File: src/design/refcounted_buffer_pool_top_assert.svh
// assertion macros for the buffer pool
`ifndef REFCOUNTED_BUFFER_POOL_TOP_ASSERT_SVH
`define REFCOUNTED_BUFFER_POOL_TOP_ASSERT_SVH

`ifndef SYNTHESIS
`define RBP_ASSERT_NEXT(label, clk, rst_n, ante, cons) \
  label: assert property (@(posedge clk) disable iff (!rst_n) (ante) |=> (cons)) \
    else $error("buffer pool assertion failed");
`define RBP_ASSERT_SAME(label, clk, rst_n, ante, cons) \
  label: assert property (@(posedge clk) disable iff (!rst_n) (ante) |-> (cons)) \
    else $error("buffer pool assertion failed");
`else
`define RBP_ASSERT_NEXT(label, clk, rst_n, ante, cons)
`define RBP_ASSERT_SAME(label, clk, rst_n, ante, cons)
`endif

`endif

File: src/design/rbp_pkg.sv
// constants and codes of the buffer pool
package rbp_pkg;

  localparam int unsigned CNT_W   = 8;
  localparam int unsigned SLOT_W  = 4;
  localparam int unsigned REQ_W   = 2;
  localparam int unsigned STAT_W  = 2;
  localparam int unsigned CLS_W   = 2;
  localparam int unsigned ARG_W   = 9;
  localparam int unsigned WANT_W  = 3;

  localparam logic [REQ_W-1:0] REQ_ALLOC  = 2'd0;
  localparam logic [REQ_W-1:0] REQ_ADJUST = 2'd1;
  localparam logic [REQ_W-1:0] REQ_CLEAR  = 2'd2;

  localparam logic [STAT_W-1:0] ST_OK        = 2'd0;
  localparam logic [STAT_W-1:0] ST_EXHAUSTED = 2'd1;
  localparam logic [STAT_W-1:0] ST_BADSLOT   = 2'd2;
  localparam logic [STAT_W-1:0] ST_UNDERFLOW = 2'd3;

  localparam logic [WANT_W-1:0] CLASS_SCREEN = 3'd4;
  localparam logic [WANT_W-1:0] CLASS_NONE   = 3'd5;

  localparam logic [CNT_W-1:0] CNT_MAX = 8'hFF;

  typedef logic [CNT_W-1:0] cnt_t;

endpackage

File: src/design/refcounted_buffer_pool_top.sv
// reference-counted buffer pool, top level
//
// a request is transferred at a rising edge with start high and busy low;
// busy is high only while reset is applied and until a clock edge out of
// reset clears busy_r, so a new request can be transferred in every cycle
// request types: allocate (highest free slot of the wanted class, screen
// class when in_alloc_count is zero or negative), adjust a slot's count by
// in_count_delta with clamping at 0 and 255, and clear all counts
// every request gives exactly one result: out_granted_slot and out_status
// are shown for one cycle with out_valid high
// a request passes the input register, the combinational search and
// count update, and the result register; one request is taken per cycle
// reset clears all counts and drops any request in flight
// the receiver cannot stall: a result not taken in its cycle is gone
module refcounted_buffer_pool_top #(
  parameter int unsigned FULL_SLOTS   = 1,
  parameter int unsigned LARGE_SLOTS  = 3,
  parameter int unsigned MEDIUM_SLOTS = 3,
  parameter int unsigned SMALL_SLOTS  = 3,
  parameter int unsigned TOTAL_SLOTS  = 11
) (
  input  logic                                clk,
  input  logic                                rst_n,
  input  logic                                start,
  output logic                                busy,
  input  logic [rbp_pkg::REQ_W-1:0]           in_req_type,
  input  logic signed [rbp_pkg::ARG_W-1:0]    in_alloc_count,
  input  logic [rbp_pkg::CLS_W-1:0]           in_size_class,
  input  logic [rbp_pkg::SLOT_W-1:0]          in_slot_index,
  input  logic signed [rbp_pkg::ARG_W-1:0]    in_count_delta,
  output logic                                out_valid,
  output logic [rbp_pkg::SLOT_W-1:0]          out_granted_slot,
  output logic [rbp_pkg::STAT_W-1:0]          out_status
);
  import rbp_pkg::*;

  localparam int unsigned SCREEN_SLOTS = 1;
  localparam int unsigned B0 = SCREEN_SLOTS;
  localparam int unsigned B1 = B0 + FULL_SLOTS;
  localparam int unsigned B2 = B1 + LARGE_SLOTS;
  localparam int unsigned B3 = B2 + MEDIUM_SLOTS;
  localparam int unsigned B4 = B3 + SMALL_SLOTS;
  localparam int unsigned IDX_W = (TOTAL_SLOTS > 1) ? $clog2(TOTAL_SLOTS) : 1;

  function automatic logic [WANT_W-1:0] slot_class(input int unsigned s);
    logic [WANT_W-1:0] c;
    if (s < B0) c = CLASS_SCREEN;
    else if (s < B1) c = 3'd0;
    else if (s < B2) c = 3'd1;
    else if (s < B3) c = 3'd2;
    else if (s < B4) c = 3'd3;
    else c = CLASS_NONE;
    return c;
  endfunction

  logic                    busy_r;
  logic                    req_valid_r;
  logic [REQ_W-1:0]        req_type_r;
  logic signed [ARG_W-1:0] alloc_count_r;
  logic [CLS_W-1:0]        size_class_r;
  logic [SLOT_W-1:0]       slot_index_r;
  logic signed [ARG_W-1:0] count_delta_r;

  cnt_t                    cnt_r [TOTAL_SLOTS];
  cnt_t                    cnt_nxt [TOTAL_SLOTS];

  logic                    out_valid_r;
  logic [SLOT_W-1:0]       out_granted_slot_r;
  logic [STAT_W-1:0]       out_status_r;
  logic [SLOT_W-1:0]       granted_nxt;
  logic [STAT_W-1:0]       status_nxt;

  logic                    accept;
  logic [WANT_W-1:0]       want;
  logic signed [ARG_W:0]   neg_count;
  cnt_t                    init_count;
  logic                    found;
  logic [IDX_W-1:0]        found_idx;
  logic                    slot_ok;
  logic [IDX_W-1:0]        adj_idx;
  logic signed [ARG_W:0]   adj_sum;
  logic                    all_zero;

  assign accept = start && !busy_r;
  assign busy   = busy_r;

  // input register
  always_ff @(posedge clk) begin
    if (!rst_n) begin
      busy_r      <= 1'b1;
      req_valid_r <= 1'b0;
    end else begin
      busy_r      <= 1'b0;
      req_valid_r <= accept;
    end
  end

  always_ff @(posedge clk) begin
    if (accept) begin
      req_type_r    <= in_req_type;
      alloc_count_r <= in_alloc_count;
      size_class_r  <= in_size_class;
      slot_index_r  <= in_slot_index;
      count_delta_r <= in_count_delta;
    end
  end

  // allocate: wanted class and initial count
  always_comb begin
    neg_count = -{alloc_count_r[ARG_W-1], alloc_count_r};
    if (alloc_count_r <= 0) begin
      want = CLASS_SCREEN;
      if (neg_count[ARG_W-1]) init_count = CNT_MAX;
      else init_count = neg_count[CNT_W-1:0];
    end else begin
      want       = {1'b0, size_class_r};
      init_count = alloc_count_r[CNT_W-1:0];
    end
  end

  // highest free slot of the wanted class
  always_comb begin
    found     = 1'b0;
    found_idx = '0;
    for (int i = 0; i < TOTAL_SLOTS; i++) begin
      if (slot_class(i) == want && cnt_r[i] == '0) begin
        found     = 1'b1;
        found_idx = IDX_W'(i);
      end
    end
  end

  // adjust: clamped sum
  assign slot_ok = {1'b0, slot_index_r} < (SLOT_W+1)'(TOTAL_SLOTS);
  assign adj_idx = slot_index_r[IDX_W-1:0];
  assign adj_sum = $signed({2'b00, cnt_r[adj_idx]}) + {count_delta_r[ARG_W-1], count_delta_r};

  always_comb begin
    for (int i = 0; i < TOTAL_SLOTS; i++) begin
      cnt_nxt[i] = cnt_r[i];
    end
    granted_nxt = '0;
    status_nxt  = ST_OK;
    if (req_valid_r) begin
      unique case (req_type_r)
        REQ_ALLOC: begin
          if (found) begin
            cnt_nxt[found_idx] = init_count;
            granted_nxt        = SLOT_W'(found_idx);
          end else begin
            status_nxt = ST_EXHAUSTED;
          end
        end
        REQ_ADJUST: begin
          if (!slot_ok) begin
            status_nxt = ST_BADSLOT;
          end else if (adj_sum < 0) begin
            cnt_nxt[adj_idx] = '0;
            status_nxt       = ST_UNDERFLOW;
          end else if (adj_sum > $signed({2'b00, CNT_MAX})) begin
            cnt_nxt[adj_idx] = CNT_MAX;
          end else begin
            cnt_nxt[adj_idx] = adj_sum[CNT_W-1:0];
          end
        end
        REQ_CLEAR: begin
          for (int i = 0; i < TOTAL_SLOTS; i++) begin
            cnt_nxt[i] = '0;
          end
        end
        default: begin
        end
      endcase
    end
  end

  always_ff @(posedge clk) begin
    if (!rst_n) begin
      for (int i = 0; i < TOTAL_SLOTS; i++) begin
        cnt_r[i] <= '0;
      end
      out_valid_r <= 1'b0;
    end else begin
      for (int i = 0; i < TOTAL_SLOTS; i++) begin
        cnt_r[i] <= cnt_nxt[i];
      end
      out_valid_r <= req_valid_r;
    end
  end

  // result register
  always_ff @(posedge clk) begin
    out_granted_slot_r <= granted_nxt;
    out_status_r       <= status_nxt;
  end

  assign out_valid        = out_valid_r;
  assign out_granted_slot = out_granted_slot_r;
  assign out_status       = out_status_r;

  always_comb begin
    all_zero = 1'b1;
    for (int i = 0; i < TOTAL_SLOTS; i++) begin
      if (cnt_r[i] != '0) all_zero = 1'b0;
    end
  end

`include "refcounted_buffer_pool_top_assert.svh"

  `RBP_ASSERT_NEXT(a_req_to_result, clk, rst_n, req_valid_r, out_valid_r)
  `RBP_ASSERT_NEXT(a_accept_to_req, clk, rst_n, accept, req_valid_r)
  `RBP_ASSERT_SAME(a_exhausted_slot0, clk, rst_n, out_valid_r && out_status_r == ST_EXHAUSTED, out_granted_slot_r == '0)
  `RBP_ASSERT_NEXT(a_clear_zeroes, clk, rst_n, req_valid_r && req_type_r == REQ_CLEAR, all_zero)

endmodule
File: config.mk
export PLATFORM = sky130hd
export DESIGN_NAME = refcounted_buffer_pool_top
export DESIGN_NICKNAME = d
export VERILOG_FILES = /design/src/design/rbp_pkg.sv /design/src/design/refcounted_buffer_pool_top.sv
export VERILOG_INCLUDE_DIRS = /design/src /design/src/design
export SDC_FILE = /design/constraint.sdc
export NUM_CORES = 1
export LEC_CHECK = 0
export BUFFER_PORTS_ARGS = -buffer_cell sky130_fd_sc_hd__buf_2
export CORE_MARGIN = 2
export CORE_UTILIZATION = 35
export DETAILED_ROUTE_END_ITERATION = 8
export PLACE_DENSITY = 0.61
export SLEW_MARGIN = 10
export SYNTH_ARGS = -nofsm -noshare
export SYNTH_HDL_FRONTEND = slang
export SYNTH_SLANG_ARGS = --single-unit
File: constraint.sdc
create_clock -name clk -period 4 [get_ports clk]
set_clock_uncertainty 0.1 [all_clocks]
set_input_delay 0 -clock clk [delete_from_list [all_inputs] [get_ports clk]]
set_output_delay 0 -clock clk [all_outputs]
set_load 0.03 [all_outputs]
[After elaboration in Yosys (flattened, before gate mapping)]
Memories as Yosys holds them, arrays and structs flattened. A register that Yosys moved wholly into a read port is not among the register bits.
Cells that the tools add are included.
Storage, ports and cells
  register bits: 35
  RAM bits: 88
  input bits: 29
  output and inout bits: 8
  word-level logic and storage cells: 126
  memories kept: 1
Operators by class
  add/sub/neg operators: 2
  order comparisons: 8
  equal/unequal tests: 6
  mux-type cells: 54
  bitwise logic cells: 16
  reductions and logical operators: 29
Memories
  cnt_r: depth 11, bits a word 8, rd ports 12, clocked after Yosys merged registers in 1, write ports 11, line refcounted_buffer_pool_top.sv:64  | cnt_t cnt_r [TOTAL_SLOTS];
Operators with widths (number)
  $mux W88: 5
  $pmux W88 S3: 1
  $bwmux W88: 2
  $mux W8: 15
  $and A88 B88 Y88: 1
  $logic_not A8 Y1: 11
  $not A88 Y88: 1
  $or A88 B88 Y88: 1
  $demux W8 S4: 2
  $mux W4: 10
  $mux W1: 15
  $logic_and A1 B1 Y1: 14
  $or A1 B1 Y1: 11
  $add A9 B9 Y10: 1
  $ge A5 B5 Y1 const B: 2
  $gt A10 B9 Y1 const B: 1
  $lt A10 B1 Y1 const B: 1
  $lt A5 B1 Y1 const B: 2
  $not A4 Y5: 2
  $le A9 B1 Y1 const B: 1
  $neg A9 Y9: 1
  $eq A2 B3 Y1 const A: 2
  $lt A4 B4 Y1 const B: 1
  $mux W2: 2
  other kinds (10): 10

[Longest topological paths before layout]
Gate-level depths: netlist (run 1).
  word-level depth: 24
  gate-level depth with buffers: 17
  gate-level depth less buffers: 14

[Least setup slack after synthesis (run 1)]
Ideal clock, no wire load.
  path type: register to register
  start: register with a tool-made name
  end: register with a tool-made name
  library setup time: 0.115 ns
  arrival: 4.226 ns
  data required time: 3.785 ns
  setup slack: -0.441 ns
  cell stages (with the launch flop): 17
  buffers on the path: 3
  period minus slack after synthesis: 4.441 ns
  path through: dfxtp_1 -> clkbuf_1 -> buf_1 -> mux4_2 -> mux4_2 -> ha_1 -> inv_1 -> fa_1 -> nor2b_1 -> o31a_1 -> o211ai_1 -> a21oi_1 -> a311oi_1 -> buf_2 -> o21ai_0 -> o2bb2ai_1 -> and2_1

==> metrics.md, run 1 <==
| Metric | Value |
|---|---|
| Least-Margin Pin Slew | `0.9589 ns` |
| CP Data Required Time | `approximately 4.3 ns` |
| Internal | `around 0.0027 W` |
| Clk network pwr share | `roughly 49%` |
| Register-to-register setup slack | `~0.036 ns` |
| Diodes inserted | `0` |
| Total GRT Usage | `21.92%` |
| Clock sink count | `between 100 and 150` |
| IO buf count | `36` |
| Setup crit start kind | `flip-flop` |
| Vias post-DR | `approximately 6.6k` |
| Synth unique cells | `between 60 and 70` |
| Final min period | `3.964 ns` |
| Placed cell count | `around 1.0k` |
| Grt total ovfl | `0` |
| Setup CP Type | `flip-flop to flip-flop` |
| Area Overhead vs Synth | `25.65%` |
| Final Max Slew Viols | `0` |
| CP Cell Sequence | `buf_12 -> buf_4 -> mux4_2 -> mux4_2 -> ha_2 -> nand2_1 -> o21ai_0 -> nand2_2 -> o211ai_1 -> buf_4 -> o211a_4 -> buf_4 -> a21o_1 -> nand2_1 -> a21oi_1` |
| RD Place Congestion | `between 0.9 and 1` |
| First-pass GRT wire length | `between 30000 and 40000 µm` |
| Pwr/cell area | `between 400 and 500 nW/µm²` |
| FF-to-FF path depth | `15` |
| Maximum fanout along the worst path | `9` |
| Ys async rst share | `0%` |
| Fill cell count | `about 1.9k` |
| Max-cap violations | `0` |
| Most frequent cells in the layout | `100 x dfxtp_1, 84 x o21ai_0, 65 x nand2_1` |
| Reg power frac | `38.3%` |
| Mapped Cells | `around 750` |
| Sequential area share after synthesis | `between 40 and 50%` |
| CTS root buf | `clkbuf_16` |
| Gate power share | `about an eighth` |
| Layout cells sized above 1 | `22.38%` |
| Vias in the first global route | `between 6k and 7k` |
| Clock-pin slew on the worst setup and hold paths | `around 0.060 ns` |
| Register bit count reported by yosys | `about 130` |
| CP dominant cell by count | `buf_4` |
| CTS Buf Count | `17` |
| Final setup violation count | `0` |
| CP max-delay cell | `mux4_2` |
| Crit share post-route | `~100%` |
| Row cnt | `just over 50` |
| DIE AREA | `about 21000 µm²` |
| H-tree Lvls | `4` |
| Design Power | `between 0.003 and 0.004 W` |
| Die W | `approximately 150 µm` |
| Clock Path Buffers | `2` |
| Leakage | `3.427 nW` |
| Psw | `0.0009137 W` |
| Fin nets | `roughly 900` |
| Syn nets | `just under 800` |
| Worst skew pair latency | `between 0.4 and 0.5 ns` |
| Status | `completed` |
| Routed vias/inst | `approximately 5.9` |
| Residual DRC | `0` |
| Drt wl/cell | `between 20 and 25 µm` |
| DRT antenna net count | `0` |
| Crit path largest cell delay | `about 0.54 ns` |
| Sw frac | `between 20 and 30%` |
| Largest net degree at the start of global routing | `28` |
| Die Ht | `about 150 µm` |
| Slew headroom | `35.48%` |
| Fmax | `between 0.2 and 0.3 GHz` |
| Crit end category | `flip-flop` |
| Peak supply drop | `approximately 0.25 mV` |
| Top FF cell, synth | `dfxtp_1` |
| Mapped cell area | `~7000 µm²` |
| Antenna violations before repair | `1` |
| Final Hold Vio Count | `0` |
| CTS tree | `done` |
| DRT Pass-1 Iters | `5` |
| Commonest non-fill, non-tap cell in the layout | `dfxtp_1` |
| Syn Area/Cell | `9.284 µm²` |
| Worst Path Arrival | `between 4 and 5 ns` |
| Total Wirelength | `~24000 µm` |
| Synth warn | `0` |
| Post-synth EDFFs | `26` |
| Initial DRC Count | `708` |
| Layout Cells excl Fill | `between 1k and 1.5k` |
| HPWL Detailed | `roughly 17000 µm` |
| Starting density of the core | `about 36%` |
| Hold Crit Class | `primary input to flip-flop` |
| Core Region | `around 20000 µm²` |
| Ports | `37` |
## cell usage after synthesis (12+ instances only)
master | number | area share, %
edfxtp_1 | 26 | 11
dfxtp_1 | 101 | 29
a21o_1 | 21 | 2.3
inv_1 | 22 | 1.2
mux2_2 | 12 | 1.9
nor2_1 | 46 | 2.5
clkbuf_1 | 28 | 1.5
o21ai_0 | 86 | 6.2
nor3_1 | 12 | 0.86
nand3_1 | 15 | 1.1
nand2_1 | 66 | 3.5
nand2b_1 | 26 | 2.3
mux4_2 | 23 | 7.4
a21oi_1 | 58 | 4.2
nor4_1 | 22 | 2.0
ha_1 | 13 | 2.3
a22o_1 | 38 | 4.8
## what timing repair did
item	4_1_cts	5_1_grt
pin swaps	0	8
gates resized for setup	3	40
endpoints found under the setup margin	12	84
hold buffers	27	0
endpoints found under the hold margin	38	0
buffers inserted	0	6
cloned	0	2
## through the flow
stage	TNS, ns	utilization (%)	hold WS, ns	setup slack (ns)	instance area [µm²]
after detailed placement	-0.1899	38.97	0.07864	-0.04813	7609
final	0	44.93	0.01561	0.03595	8772
after CTS	-0.002558	43.78	0.02166	-0.002558	8548
after global placement	-0.1716	38.97	0.07625	-0.04563	7609
after floorplan	0	-	-0.001131	0.02592	6988
after global routing	-1.539	44.93	0.03179	-0.1186	8772
## worst max-delay path, delay by kind of cell, from the launching register on
kind / cells / cell delay, ns
compound gates: 5 / 1.11
mux: 2 / 1.03
buf+inv: 4 / 0.61
fa+ha+maj: 1 / 0.39
flops: 1 / 0.36
simple gates: 3 / 0.28
## area by class of cell
class                   count  area [µm²]  area share (%)
flip-flops and latches    127        2806           31.99
clock inverters            13       205.2           2.339
well taps                 265       331.6           3.780
repair buffers            109       868.3           9.899
clock buffers              19       452.9           5.163
inverters                  22       85.08          0.9699
multi-input cells         559        4023           45.86
## logic make-up (layout without fill, tap and decap cells)
kind of cell	count (synthesis)	in the layout	share of synthesized area, %
xor+xnor	5	5	0.6272
mux	38	38	9.785
simple gates	231	231	16.77
buf+inv	66	163	4.086
fa+ha+maj	14	14	2.617
flops	127	127	40.14
compound gates	271	271	25.97
## layer usage
metal / routed length (µm) / global-route usage (%) / vias up
li1: - / - / 2983
met4: 816 / 9.363 / 0
met2: 10090 / 30.81 / 378
met5: 0 / 0 / -
met1: 10540 / 30.87 / 3148
met3: 2346 / 6.792 / 55
## how the worst min path moves through the flow
stage	cells after the start	start	slack, ns	endpoint
4_1_cts	2	start	0.02	count_delta_r[4]
3_5_place_dp	1	in_alloc_count[4]	0.08	alloc_count_r[4]
2_1_floorplan	0	in_slot_index[0]	-0.001	adj_idx[0]
6_report	2	start	0.02	count_delta_r[5]
3_3_place_gp	1	in_req_type[1]	0.08	req_type_r[1]
5_1_grt	2	start	0.03	count_delta_r[5]
## power by group through the flow
stage	Clock (W)	Sequential [W]	Combinational (W)
global placement	0	0.00140	0.000393
CTS	0.00176	0.00137	0.000418
floorplan	0	0.00138	0.000258
detailed placement	0	0.00140	0.000394
finish	0.00175	0.00137	0.000459
global route	0.00182	0.00138	0.000486
(Power assumes the default switching activity.)
==> run 2: changes to the inputs <==
--- a/config.mk
+++ b/config.mk
@@ -10,6 +10,7 @@
 export CORE_MARGIN = 2
 export CORE_UTILIZATION = 35
 export DETAILED_ROUTE_END_ITERATION = 8
+export MAX_ROUTING_LAYER = met4
 export PLACE_DENSITY = 0.61
 export SLEW_MARGIN = 10
 export SYNTH_ARGS = -nofsm -noshare
==> run 2 against run 1 <==
Register-to-register slack about the same; wire length up 0.31%; combinational power about the same; die area unchanged; design area about the same.
==> metrics.md, run 2 (synthesis gave the netlist of run 1 again) <==
| Metric | Value |
|---|---|
| Die Ht | `145.2 µm (unchanged)` |
| Residual DRC | `0 (unchanged)` |
| Cells on Worst Hold Path | `2 (unchanged)` |
| Vias in the first global route | `6012 (-0.28%)` |
| CP Data Required Time | `4.26 ns (about the same)` |
| IO buf count | `36 (unchanged)` |
| Antenna violations before repair | `1 (unchanged)` |
| Grt total ovfl | `0 (unchanged)` |
| Final min period | `3.971 ns (+0.007228 ns)` |
| CTS Buf Count | `17 (unchanged)` |
| Setup crit start kind | `flip-flop` |
| Final Cell Area | `8777 µm² (about the same)` |
| DRT antenna net count | `0 (unchanged)` |
| Hold Crit Class | `primary input to flip-flop` |
| Least-Margin Pin Slew | `0.9294 ns (-0.02952 ns)` |
| Die W | `145.2 µm (unchanged)` |
| Final Hold Vio Count | `0 (unchanged)` |
| RD Place Congestion | `0.9827 (+1.8%)` |
| FF-to-FF path depth | `15 (unchanged)` |
| Register-to-register setup slack | `0.03 ns (about the same)` |
| Pre-CTS setup slack | `-0.04813 ns (unchanged)` |
| DIE AREA | `21090 µm² (unchanged)` |
| Layout cells sized above 1 | `22.38% (unchanged)` |
| Hold endpoint | `count_delta_r[5]` |
| Status | `completed` |
| Leakage | `3.427 nW (unchanged)` |
| First-pass GRT wire length | `35480 µm (-0.12%)` |
| Peak supply drop | `0.2482 mV (+0.47%)` |
| Fin nets | `879 (unchanged)` |
| HPWL Detailed | `16630 µm (unchanged)` |
| Post-layout util | `44.95% (about the same)` |
| Slew headroom | `37.97% (+2.5 points)` |
| CTS root buf | `clkbuf_16` |
| Clock-pin slew on the worst setup and hold paths | `0.06 ns (about the same)` |
| Total Wirelength | `23870 µm (+0.31%)` |
| DRT Pass-1 Iters | `6 (+1)` |
| Total GRT Usage | `22.55% (+0.63 points)` |
| Setup slack after layout | `0.02872 ns (-0.007228 ns)` |
| Worst skew pair latency | `0.43 ns (about the same)` |
| H-tree Lvls | `4 (unchanged)` |
| Setup TNS | `0 ns (unchanged)` |
| Max-cap violations | `0 (unchanged)` |
| Largest net degree at the start of global routing | `28 (unchanged)` |
| Hold Crit Start | `start` |
| Final setup violation count | `0 (unchanged)` |
| Final Max Slew Viols | `0 (unchanged)` |
| Most frequent cells in the layout | `100 x dfxtp_1, 84 x o21ai_0, 65 x nand2_1` |
| Maximum fanout along the worst path | `9 (unchanged)` |
| Crit end category | `flip-flop` |
| Commonest non-fill, non-tap cell in the layout | `dfxtp_1` |
| Setup CP Type | `flip-flop to flip-flop` |
| Fmax | `0.2518 GHz (-0.18%)` |
| Routed vias/inst | `5.913 (+0.35%)` |
| Starting density of the core | `35.76% (unchanged)` |
| Crit share post-route | `99.28% (+0.18 points)` |
| CTS tree | `done` |
| Worst Path Arrival | `4.23 ns (+0.02 ns)` |
| Drt wl/cell | `21.39 µm (+0.13%)` |
| Initial DRC Count | `683 (-3.5%)` |
| Vias post-DR | `6599 (+0.53%)` |
| Pwr/cell area | `408.2 nW/µm² (about the same)` |
| Ports | `37 (unchanged)` |
| Placed Area | `7609 µm² (unchanged)` |
| Clock sink count | `127 (unchanged)` |
| Clock Path Buffers | `2 (unchanged)` |
| Core Region | `19530 µm² (unchanged)` |
| Area Overhead vs Synth | `25.72% (about the same)` |
| Row cnt | `51 (unchanged)` |
-- run 2: changes by cell type in the layout (fill, tap and decap cells not counted) --
cell,previous run,this run
diode_2,0,2
-- run 2: power by group --
part | switching [W] | total (W) | internal, W
clock | 0.000611 | 0.00175 | 0.00114
sequential | 0.0000329 | 0.00137 | 0.00134
combinational | 0.000274 | 0.000460 | 0.000186
-- run 2: timing repair --
action,in CTS,in global routing
pin swaps,0,8
cloned,0,2
endpoints found under the hold margin,38,0
hold buffers,27,0
gates resized for setup,3,40
setup endpoints to repair,12,84
setup buffers,0,6
-- run 2: routing by layer --
metal	vias up	share of wire [%]	wire (µm)	global-route usage, %
met1	3166	43	10330	30.72
met4	0	3.7	888	9.069
met2	373	42	10050	31.04
met3	72	11	2609	6.918
met5	-	0	0	-
li1	2988	-	-	-
-- run 2: worst max path at each step --
stage | slack, ns | depth (start not counted) | to | from
finish | 0.03 | 15 | flip-flop | flip-flop
global placement | -0.05 | 15 | flip-flop | flip-flop
detailed placement | -0.05 | 15 | flip-flop | flip-flop
CTS | -0.003 | 15 | flip-flop | flip-flop
floorplan | 0.03 | 16 | flip-flop | flip-flop
global route | -0.12 | 14 | flip-flop | flip-flop
-- run 2: cell type report --
| class | count | area [µm²] |
|---|---|---|
| inverter | 22 | 85.08 |
| antenna | 2 | 5.005 |
| timing repair buffer | 109 | 868.3 |
| multi-input combinational | 559 | 4023 |
| sequential | 127 | 2806 |
| clock buffer | 19 | 452.9 |
| clock inverter | 13 | 205.2 |
| tap | 265 | 331.6 |
| fill | 1892 | 10750 |
-- run 2: critical path: stages, from the launching register on --
cell	delay, ns
dfxtp_4	0.36
buf_12	0.14
buf_4	0.12
mux4_2	0.54
mux4_2	0.49
ha_2	0.39
nand2_1	0.08
o21ai_0	0.27
nand2_2	0.15
o211ai_1	0.37
buf_4	0.19
o211a_4	0.22
buf_4	0.16
a21o_1	0.12
nand2_1	0.05
a21oi_1	0.13
-- run 2: stage by stage --
| step | power, W | hold WS, ns | std cells |
|---|---|---|---|
| floorplan | 0.001641 | -0.001131 | 752 |
| global placement | 0.001791 | 0.07625 | 1047 |
| detailed placement | 0.001791 | 0.07864 | 1047 |
| CTS | 0.003552 | 0.02166 | 1106 |
| global route | 0.003685 | 0.03179 | 1115 |
| finish | 0.003583 | 0.01490 | 1116 |
==> run 3: changes to the inputs <==
--- a/config.mk
+++ b/config.mk
@@ -9,6 +9,7 @@
 export BUFFER_PORTS_ARGS = -buffer_cell sky130_fd_sc_hd__buf_2
 export CORE_MARGIN = 2
 export CORE_UTILIZATION = 35
+export CTS_BUF_LIST = sky130_fd_sc_hd__clkbuf_4
 export DETAILED_ROUTE_END_ITERATION = 8
 export MAX_ROUTING_LAYER = met4
 export PLACE_DENSITY = 0.61
==> run 3 against run 2 <==
Combinational power grew 3%; largest power group is now registers; total power shrank 18%; final cell count grew 0.54%.
==> metrics.md, run 3 (synthesis gave the netlist of run 1 again) <==
| Metric | Value |
|---|---|
| Final min period | `3.954 ns (-0.01738 ns)` |
| Die Ht | `145.2 µm (unchanged)` |
| FF-to-FF path depth | `13 (-2)` |
| Vias in the first global route | `6021 (+0.15%)` |
| Antenna violations before repair | `1 (unchanged)` |
| Clock Path Buffers | `2 (unchanged)` |
| Fmax | `0.2529 GHz (+0.44%)` |
| Pwr/cell area | `340.7 nW/µm² (-17%)` |
| Row cnt | `51 (unchanged)` |
| Fin nets | `886 (+0.80%)` |
| CP Data Required Time | `4.37 ns (+0.11 ns)` |
| Layout Cells excl Fill | `1122 (+0.54%)` |
| Hold Crit Class | `primary input to flip-flop` |
| H-tree Lvls | `4 (unchanged)` |
| Die W | `145.2 µm (unchanged)` |
| Starting density of the core | `35.76% (unchanged)` |
| Psw | `0.0008322 W (-9.3%)` |
| Final Hold Vio Count | `0 (unchanged)` |
| Crit path largest cell delay | `0.53 ns (about the same)` |
| Final setup violation count | `0 (unchanged)` |
| RD Place Congestion | `0.9827 (unchanged)` |
| Commonest non-fill, non-tap cell in the layout | `dfxtp_1` |
| IO buf count | `36 (unchanged)` |
| Area Overhead vs Synth | `22.83%` |
| Final Max Slew Viols | `0 (unchanged)` |
| Ports | `37 (unchanged)` |
| Initial DRC Count | `741 (+8.5%)` |
| Setup CP Type | `flip-flop to flip-flop` |
| DRT antenna net count | `0 (unchanged)` |
| Crit end category | `flip-flop` |
| Total GRT Usage | `22.47% (-0.084 points)` |
| Maximum fanout along the worst path | `5 (-4)` |
| First-pass GRT wire length | `35330 µm (-0.41%)` |
| Register-to-register setup slack | `0.05 ns (+0.02 ns)` |
| RSZ-0062 raised after global routing | `yes` |
| Core Region | `19530 µm² (unchanged)` |
| CTS Buf Count | `17 (unchanged)` |
| Setup crit start kind | `flip-flop` |
| Slew headroom | `36.35% (-1.6 points)` |
| Drt wl/cell | `21.28 µm (-0.51%)` |
| Clock-pin slew on the worst setup and hold paths | `0.13 ns (+0.07 ns)` |
| Internal | `0.002090 W (-22%)` |
| Least-Margin Pin Slew | `0.9537 ns (+0.02429 ns)` |
| Clk network pwr share | `36.9% (-12 points)` |
| Max-cap violations | `0 (unchanged)` |
| Worst Path Arrival | `4.33 ns (+0.10 ns)` |
| Status | `completed` |
| CTS root buf | `clkbuf_4` |
| DRT Pass-1 Iters | `5 (-1)` |
| DIE AREA | `21090 µm² (unchanged)` |
| Clock sink count | `127 (unchanged)` |
| Peak supply drop | `0.2285 mV (-7.9%)` |
| Placed cell count | `1047 (unchanged)` |
| Worst skew pair latency | `0.58 ns (+0.15 ns)` |
| CP Cell Sequence | `clkbuf_16 -> buf_4 -> mux4_2 -> mux4_2 -> ha_1 -> a21oi_1 -> o21ai_0 -> nand2_2 -> nor2_1 -> a311oi_4 -> buf_4 -> o21ai_0 -> a22o_1` |
| CP max-delay cell | `mux4_2` |
| Most frequent cells in the layout | `100 x dfxtp_1, 80 x o21ai_0, 64 x nand2_1` |
| Leakage | `3.331 nW (-2.8%)` |
| Grt total ovfl | `0 (unchanged)` |
| Reg power frac | `47.0% (+8.7 points)` |
| Hold_ws | `0.02796 ns (+0.01306 ns)` |
| Layout cells sized above 1 | `22.78% (+0.40 points)` |
| Hold Crit Start | `in_alloc_count[6]` |
| Sw frac | `28.48% (+2.9 points)` |
| Gate power share | `16.1% (+3.3 points)` |
| Vias post-DR | `6531 (-1.0%)` |
| CTS tree | `done` |
| Largest net degree at the start of global routing | `28 (unchanged)` |
| Fill cell count | `1935 (+2.3%)` |
| Total Wirelength | `23880 µm (about the same)` |
| Residual DRC | `0 (unchanged)` |
| Crit share post-route | `98.85% (-0.43 points)` |
| Routed vias/inst | `5.821 (-1.6%)` |
| HPWL Detailed | `16630 µm (unchanged)` |
run 3: cell count changes in the layout (fill, tap and decap cells not counted), sizes merged:
| cell | previous run | this run |
|---|---|---|
| buf | 81 | 83 |
| bufbuf | 0 | 1 |
| clkbuf | 20 | 18 |
| clkinv | 4 | 6 |
| diode | 2 | 1 |
| dlygate4sd3 | 27 | 31 |
run 3: cell type report:
type / count / area, µm² / area share (%)
multi-input cells: 559 / 4053 / 47.26
flip-flops and latches: 127 / 2806 / 32.73
repair buffers: 116 / 957.2 / 11.16
well taps: 265 / 331.6 / 3.866
clock inverters: 15 / 212.7 / 2.480
clock buffers: 17 / 127.6 / 1.488
inverters: 22 / 85.08 / 0.9921
diodes: 1 / 2.502 / 0.02918
run 3: power groups by stage:
| stage | logic, W | registers (W) | clock network, W |
|---|---|---|---|
| 2_1_floorplan | 0.000258 | 0.00138 | 0 |
| 3_3_place_gp | 0.000393 | 0.00140 | 0 |
| 5_1_grt | 0.000498 | 0.00138 | 0.00114 |
| 3_5_place_dp | 0.000394 | 0.00140 | 0 |
| 6_report | 0.000472 | 0.00137 | 0.00108 |
| 4_1_cts | 0.000425 | 0.00137 | 0.00109 |
run 3: how the worst min path moves through the flow:
stage / cells past startpoint / endpoint / slack [ns]
finish: 2 / alloc_count_r[6] / 0.03
global placement: 1 / req_type_r[1] / 0.08
global route: 2 / size_class_r[1] / 0.0002
detailed placement: 1 / alloc_count_r[4] / 0.08
floorplan: 0 / adj_idx[0] / -0.001
CTS: 2 / alloc_count_r[6] / 0.0005
run 3: critical path: cells and delay by family (launching register included):
kind	cells	cell delay, ns
AOI/OAI and AO/OA	5	1.18
adders and majority gates	1	0.33
buffers and inverters	3	0.52
DFF	1	0.43
muxes	2	1.01
and+or+nand+nor	2	0.26
run 3: what timing repair did:
action | CTS | global route
resized for setup | 4 | 47
hold buffers | 29 | 2
gates cloned | 1 | 3
setup endpoints to repair | 13 | 84
endpoints found under the hold margin | 66 | 2
pin swaps | 1 | 8
setup buffers | 0 | 7
run 3: per-layer routing:
metal | wire length [µm] | track usage, %
met1 | 10690 | 30.77
met2 | 10080 | 31.47
met3 | 2332 | 6.321
met4 | 773 | 8.382
met5 | 0 | -
run 3: stage by stage:
step	instance area (µm²)	setup slack (ns)	setup TNS [ns]	util, %	power [W]
finish	8576	0.04611	0	43.92	0.002922
global route	8576	-0.07719	-1.351	43.92	0.003017
CTS	8284	0.02903	0	42.43	0.002880
detailed placement	7609	-0.04813	-0.1899	38.97	0.001791
global placement	7609	-0.04563	-0.1716	38.97	0.001791
floorplan	6988	0.02592	0	-	0.001641
